[src/hw/rtl/deq_pkg.sv]
package deq_pkg;

	localparam int DEPTH = 256;
	localparam int IDX_W = $clog2(DEPTH);
	localparam int CNT_W = $clog2(DEPTH + 1);
	localparam int DATA_W = 32;
	localparam int REQ_W = 3;
	localparam int ST_W = 2;

	typedef enum logic [REQ_W-1:0] {
		REQ_PUSH_FRONT = 3'd0,
		REQ_PUSH_BACK  = 3'd1,
		REQ_TAKE_FRONT = 3'd2,
		REQ_TAKE_BACK  = 3'd3,
		REQ_REVERSE    = 3'd4,
		REQ_CLEAR      = 3'd5
	} req_t;

	typedef enum logic [ST_W-1:0] {
		ST_OK    = 2'd0,
		ST_EMPTY = 2'd1,
		ST_FULL  = 2'd2
	} status_t;

	typedef struct packed {
		logic             mem_we;
		logic             mem_re;
		logic [IDX_W-1:0] addr;
		logic             take_ok;
		status_t          status;
		logic [CNT_W-1:0] count;
	} ctl_t;

endpackage

[src/hw/rtl/deq_ctrl.sv]
module deq_ctrl (
	input  logic                       clk,
	input  logic                       arst_n,
	input  logic                       accept,
	input  logic [deq_pkg::REQ_W-1:0]  req,
	output deq_pkg::ctl_t              ctl
);
	import deq_pkg::*;

	logic [IDX_W-1:0] front_q;
	logic [CNT_W-1:0] count_q;
	logic             rev_q;

	logic [IDX_W-1:0] front_d;
	logic [CNT_W-1:0] count_d;
	logic             rev_d;
	logic             at_low;
	logic             full;
	logic             empty;
	logic [IDX_W-1:0] below_low;
	logic [IDX_W-1:0] above_high;
	logic [IDX_W-1:0] top_slot;
	logic [IDX_W-1:0] front_inc;
	logic [CNT_W:0]   sum_hi;
	logic [CNT_W:0]   sum_top;

	localparam logic [CNT_W:0] DEPTH_X = (CNT_W+1)'(DEPTH);

	assign full  = (count_q == CNT_W'(DEPTH));
	assign empty = (count_q == '0);

	always_comb begin
		sum_hi  = (CNT_W+1)'(front_q) + (CNT_W+1)'(count_q);
		sum_top = sum_hi - (CNT_W+1)'(1);
		above_high = (sum_hi >= DEPTH_X) ? IDX_W'(sum_hi - DEPTH_X) : IDX_W'(sum_hi);
		top_slot   = (sum_top >= DEPTH_X) ? IDX_W'(sum_top - DEPTH_X) : IDX_W'(sum_top);
		below_low  = (front_q == '0) ? IDX_W'(DEPTH - 1) : front_q - IDX_W'(1);
		front_inc  = (front_q == IDX_W'(DEPTH - 1)) ? '0 : front_q + IDX_W'(1);
	end

	always_comb begin
		front_d     = front_q;
		count_d     = count_q;
		rev_d       = rev_q;
		at_low      = 1'b0;
		ctl.mem_we  = 1'b0;
		ctl.mem_re  = 1'b0;
		ctl.addr    = front_q;
		ctl.take_ok = 1'b0;
		ctl.status  = ST_OK;
		case (req)
			REQ_PUSH_FRONT, REQ_PUSH_BACK: begin
				at_low = ((req == REQ_PUSH_FRONT) == !rev_q);
				if (full) begin
					ctl.status = ST_FULL;
				end else begin
					ctl.mem_we = accept;
					count_d    = count_q + CNT_W'(1);
					if (at_low) begin
						ctl.addr = below_low;
						front_d  = below_low;
					end else begin
						ctl.addr = above_high;
					end
				end
			end
			REQ_TAKE_FRONT, REQ_TAKE_BACK: begin
				at_low = ((req == REQ_TAKE_FRONT) == !rev_q);
				if (empty) begin
					ctl.status = ST_EMPTY;
				end else begin
					ctl.mem_re  = accept;
					ctl.take_ok = 1'b1;
					count_d     = count_q - CNT_W'(1);
					if (at_low) begin
						ctl.addr = front_q;
						front_d  = front_inc;
					end else begin
						ctl.addr = top_slot;
					end
				end
			end
			REQ_REVERSE: begin
				rev_d = !rev_q;
			end
			REQ_CLEAR: begin
				front_d = '0;
				count_d = '0;
				rev_d   = 1'b0;
			end
			default: begin
			end
		endcase
		ctl.count = count_d;
	end

	always_ff @(posedge clk or negedge arst_n) begin
		if (!arst_n) begin
			front_q <= '0;
			count_q <= '0;
			rev_q   <= 1'b0;
		end else if (accept) begin
			front_q <= front_d;
			count_q <= count_d;
			rev_q   <= rev_d;
		end
	end

endmodule
[config.mk]
export PLATFORM = sky130hd
export DESIGN_NAME = deq_ctrl
export DESIGN_NICKNAME = d
export VERILOG_FILES = /design/src/hw/rtl/deq_pkg.sv /design/src/hw/rtl/deq_ctrl.sv
export SDC_FILE = /design/constraint.sdc
export NUM_CORES = 1
export LEC_CHECK = 0
export BUFFER_PORTS_ARGS = -buffer_cell sky130_fd_sc_hd__buf_2
export CAP_MARGIN = 25
export CORE_UTILIZATION = 60
export CTS_CLUSTER_DIAMETER = 60
export DETAILED_ROUTE_END_ITERATION = 10
export PLACE_DENSITY_LB_ADDON = 0.2
export SLEW_MARGIN = 10
export SYNTH_ARGS = -nofsm -noshare
export SYNTH_HDL_FRONTEND = slang
export SYNTH_SLANG_ARGS = --single-unit
[constraint.sdc]
create_clock -name clk -period 3.6 [get_ports clk]
set_input_delay 0.36 -clock clk [delete_from_list [all_inputs] [get_ports clk]]
set_output_delay 0.36 -clock clk [all_outputs]
set_load 0.02 [all_outputs]
==> run summary <==
Summing over every cut layer, the via total after detailed routing is 2758. The actual slew at the worst max-slew pin is 0.703 ns. Timing analysis after detailed placement gives a worst setup slack of 0.438 ns. Summed over all layers, the global routing overflow is 0.

For the met3 routing resource usage after global routing, the log shows 3.25%. Counting I/O delays and the setup requirement, the final critical path takes 3.42 ns. CTS placed an instance of clkbuf_8 at the clock tree root.

The tools report the number of primary I/O pins as 28. For this design, the sink count on the clock tree is 18. On the critical path, the stage with the largest delay is an instance of dfrtp_1. The final number of hold-violating endpoints was 0; the total global routing track utilization was 32.7%. The count of nets after finishing came out at 383.

The number of antenna diodes in the final layout is 0. For the worst setup path, the data required time is 3.24 ns. Routability-driven placement finished with a final weighted congestion of 0.908. The run gives 64 as the number of unique standard cell types used by synthesis. On the worst path, the slowest cell contributes a delay of 0.50 ns.

Setup repair after global routing left no endpoint under its margin. The post-detailed-route count of antenna-violating nets was 0; the number of buffers on the longest clock path was 2. The number of buffer cells added on primary ports is 27.

In the final timing run, aggregate negative setup slack is 0 ns. The average detailed-routed wire length per instance was 16.9 µm. The class of the most critical setup path is register to primary output.

Summing all non-filler instances in the final layout gives an area of 2680 µm². After clock tree synthesis, the flow added hold-fix buffers numbering 0. For this run, the register share of the synthesized area comes to 17.7%. The worst path meets setup with 0.185 ns of slack.

The synthesized netlist occupies a cell area of 2540 µm². The run finished with clean final reports. The first global-routing pass estimated 11100 µm of wire. TritonCTS built the clock tree. In this run the horizontal extent of the chip is 67.1 µm. Count of pins over their slew limit: 0.

The synthesized design contains 0 enable-type register cells. Total power for the finished layout comes to 2.42 mW. The Yosys step of the flow raised 0 warnings. The clock transition at the register clock pins on the worst setup and hold paths after CTS works out to 0.08 ns.

The dominant synthesized flop cell is dfrtp_1. The average instance area after synthesis came out at 7.22 µm². The tools report the fill cell instance count of the final layout as 385.

STA classifies the critical path endpoint as a primary output. The floorplan step defined a die boundary enclosing 4500 µm². The number of antenna violations at the first check in global routing is 0. The tools report the post-placement cell count as 408. In this run the worst hold path is classified as primary input to asynchronous set/reset pin. In the layout the commonest cells are nor2_1, o21ai_0, nand2_1. The number of nets handed over by synthesis was 372. The highest-utilization routing layer at the global route stage was met1. Post-CTS timing repair inserted 0 buffers for setup. The run gives 1 as the total number of H-tree levels. Max-cap violations in this run came to 0. For the placed wire-length estimate after detailed placement, the log shows 5040 µm.

The largest fanout on the critical path is 9. Headroom to the max-slew limit came out at 52.8%. Most frequent cell on the critical path: xor2_1.

Across the routed clock network, the largest skew measured is 0.00125 ns. The die is 67.1 µm tall. The number of register bits inferred by synthesis is 18. Walking the worst path, the cells encountered are ha_1 -> inv_1 -> fa_1 -> nand2b_1 -> a21oi_1 -> xor2_1 -> nor3_1 -> nor3b_1 -> xor2_1 -> a211o_1 -> buf_2. In this run the cell area measured after placement is 2620 µm².

For this design the static power due to leakage is 1.17 nW. The via count of the first global-routing pass was 2260; the worst-skew pair later-pin latency was 0.27 ns. In this run the power density over the cells is 904 nW/µm². The proportion of synthesized flip-flops having asynchronous set or reset came out at 100%. For this run, design rule violations remaining after detail routing come to 0.

The tools report the pin count of the biggest net entering global routing as 34. The multi-input logic area is 1860 µm². The number of iterations in the first detailed-routing pass was 5. The tightest hold path in the finished design has a slack of 0.0272 ns. The sequential cells in the finished layout cover a total of 452 µm². The mean number of vias per cell was 6.69. For this block, the routed nets add up to 6950 µm of wire. The number of buffers and inverters on the critical path is 2.

For the worst setup path, the data arrival time is 3.06 ns. The run gives 23 as the number of placement rows. The final period utilization was 94.9%; the routing usage on met2 was 45.1%.

The logs give 471 µV for the maximum ir drop on the vdd rail and 0 for the setup violation total in the final timing report. The number of design-rule violations left by the first detailed-router iteration is 237. The count of placed standard cells in the final layout, fillers left out was 412; the area added between synthesis and finish was 5.27%. The maximum clock frequency is 293 MHz.

The commonest non-fill, non-tap cell in the layout was nor2_1. Synthesis handed over a netlist of 352 instances. At the end of the flow the core is filled with cells to 66.4%.

The fraction of final layout cells sized beyond drive strength 1 was 15.2%; the met1 track demand over resource was 50.3%. Clock tree synthesis inserted a total of 3 buffers. The number of gates resized after CTS was 0. The run gives 63.1% as the effective utilization at floorplan. The tools report the critical path startpoint category as a register. Among cell families on the critical path, the largest total delay comes from simple AND/OR/NAND/NOR gates. Core footprint: 4030 µm².
[layer usage]
metal	up-vias	wire length (µm)
li1	1323	-
met1	1289	3330
met5	-	0
met3	15	505
met2	131	2980
met4	0	138
[where the power goes]
part,switching [mW],internal (mW)
logic,1.03,0.704
registers,0.225,0.279
clock network,0.0805,0.0977
[layout make-up]
type / instances / share of cell area [%]
sequential: 18 / 16.9
tap: 50 / 2.34
multi-input combinational: 291 / 69.6
timing repair buffer: 34 / 7.02
inverter: 15 / 2.10
clock buffer: 4 / 2.06
[cell families (layout without fill, tap and decap cells)]
family	Yosys count	in the layout	share of synthesized area, %
AO/OA/AOI/OAI	110	110	28.2
adder cells (fa/ha/maj)	14	14	7.19
multiplexers	7	7	3.00
AND/OR/NAND/NOR	139	139	27.7
XOR/XNOR	21	21	7.24
buffers and inverters	43	53	9.01
flip-flops	18	18	17.7
[worst paths after layout]
path,start,end,slack (ns),cells after the start
max reg2reg,count_q[1],count_q[2],0.96,9
min,arst_n,front_q[6],0.03,1
min in group clk,accept,count_q[6],0.52,2
min reg2reg,rev_q,rev_q,0.67,1
max in group asynchronous,arst_n,front_q[0],3.24,1
max,count_q[0],ctl[19],0.18,11
[state kept, by name, indices dropped and copies added (netlist names)]
signal and cells:
rev_q 1, count_q 9, front_q 8
[Yosys cell counts (all sizes together) (4+ instances only)]
library cell | n | area, µm²
a31oi | 11 | 68.8
nand2 | 34 | 128
buf | 8 | 52.6
nor4 | 9 | 62.6
inv | 15 | 56.3
a21oi | 19 | 98.9
a32oi | 4 | 35.0
dfrtp | 18 | 450
xnor2 | 9 | 78.8
and3 | 9 | 61.3
clkbuf | 19 | 110
o21ai | 38 | 190
o31ai | 4 | 30.0
nor2 | 40 | 150
nor3 | 13 | 70.1
mux2 | 5 | 56.3
nand3 | 11 | 55.1
ha | 13 | 163
xor2 | 12 | 105
a211oi | 4 | 30.0
o211ai | 4 | 30.0
[worst register-to-register path: stages, from the launching register on]
cell and delay, ns:
dfrtp_1 0.47, inv_1 0.17, ha_1 0.27, nor4b_2 0.40
and3_2 0.42, nor3_1 0.14, a32o_1 0.24, nor2_1 0.08
a31oi_1 0.07, mux2_2 0.28
Power figures use the tool's default switching activity.
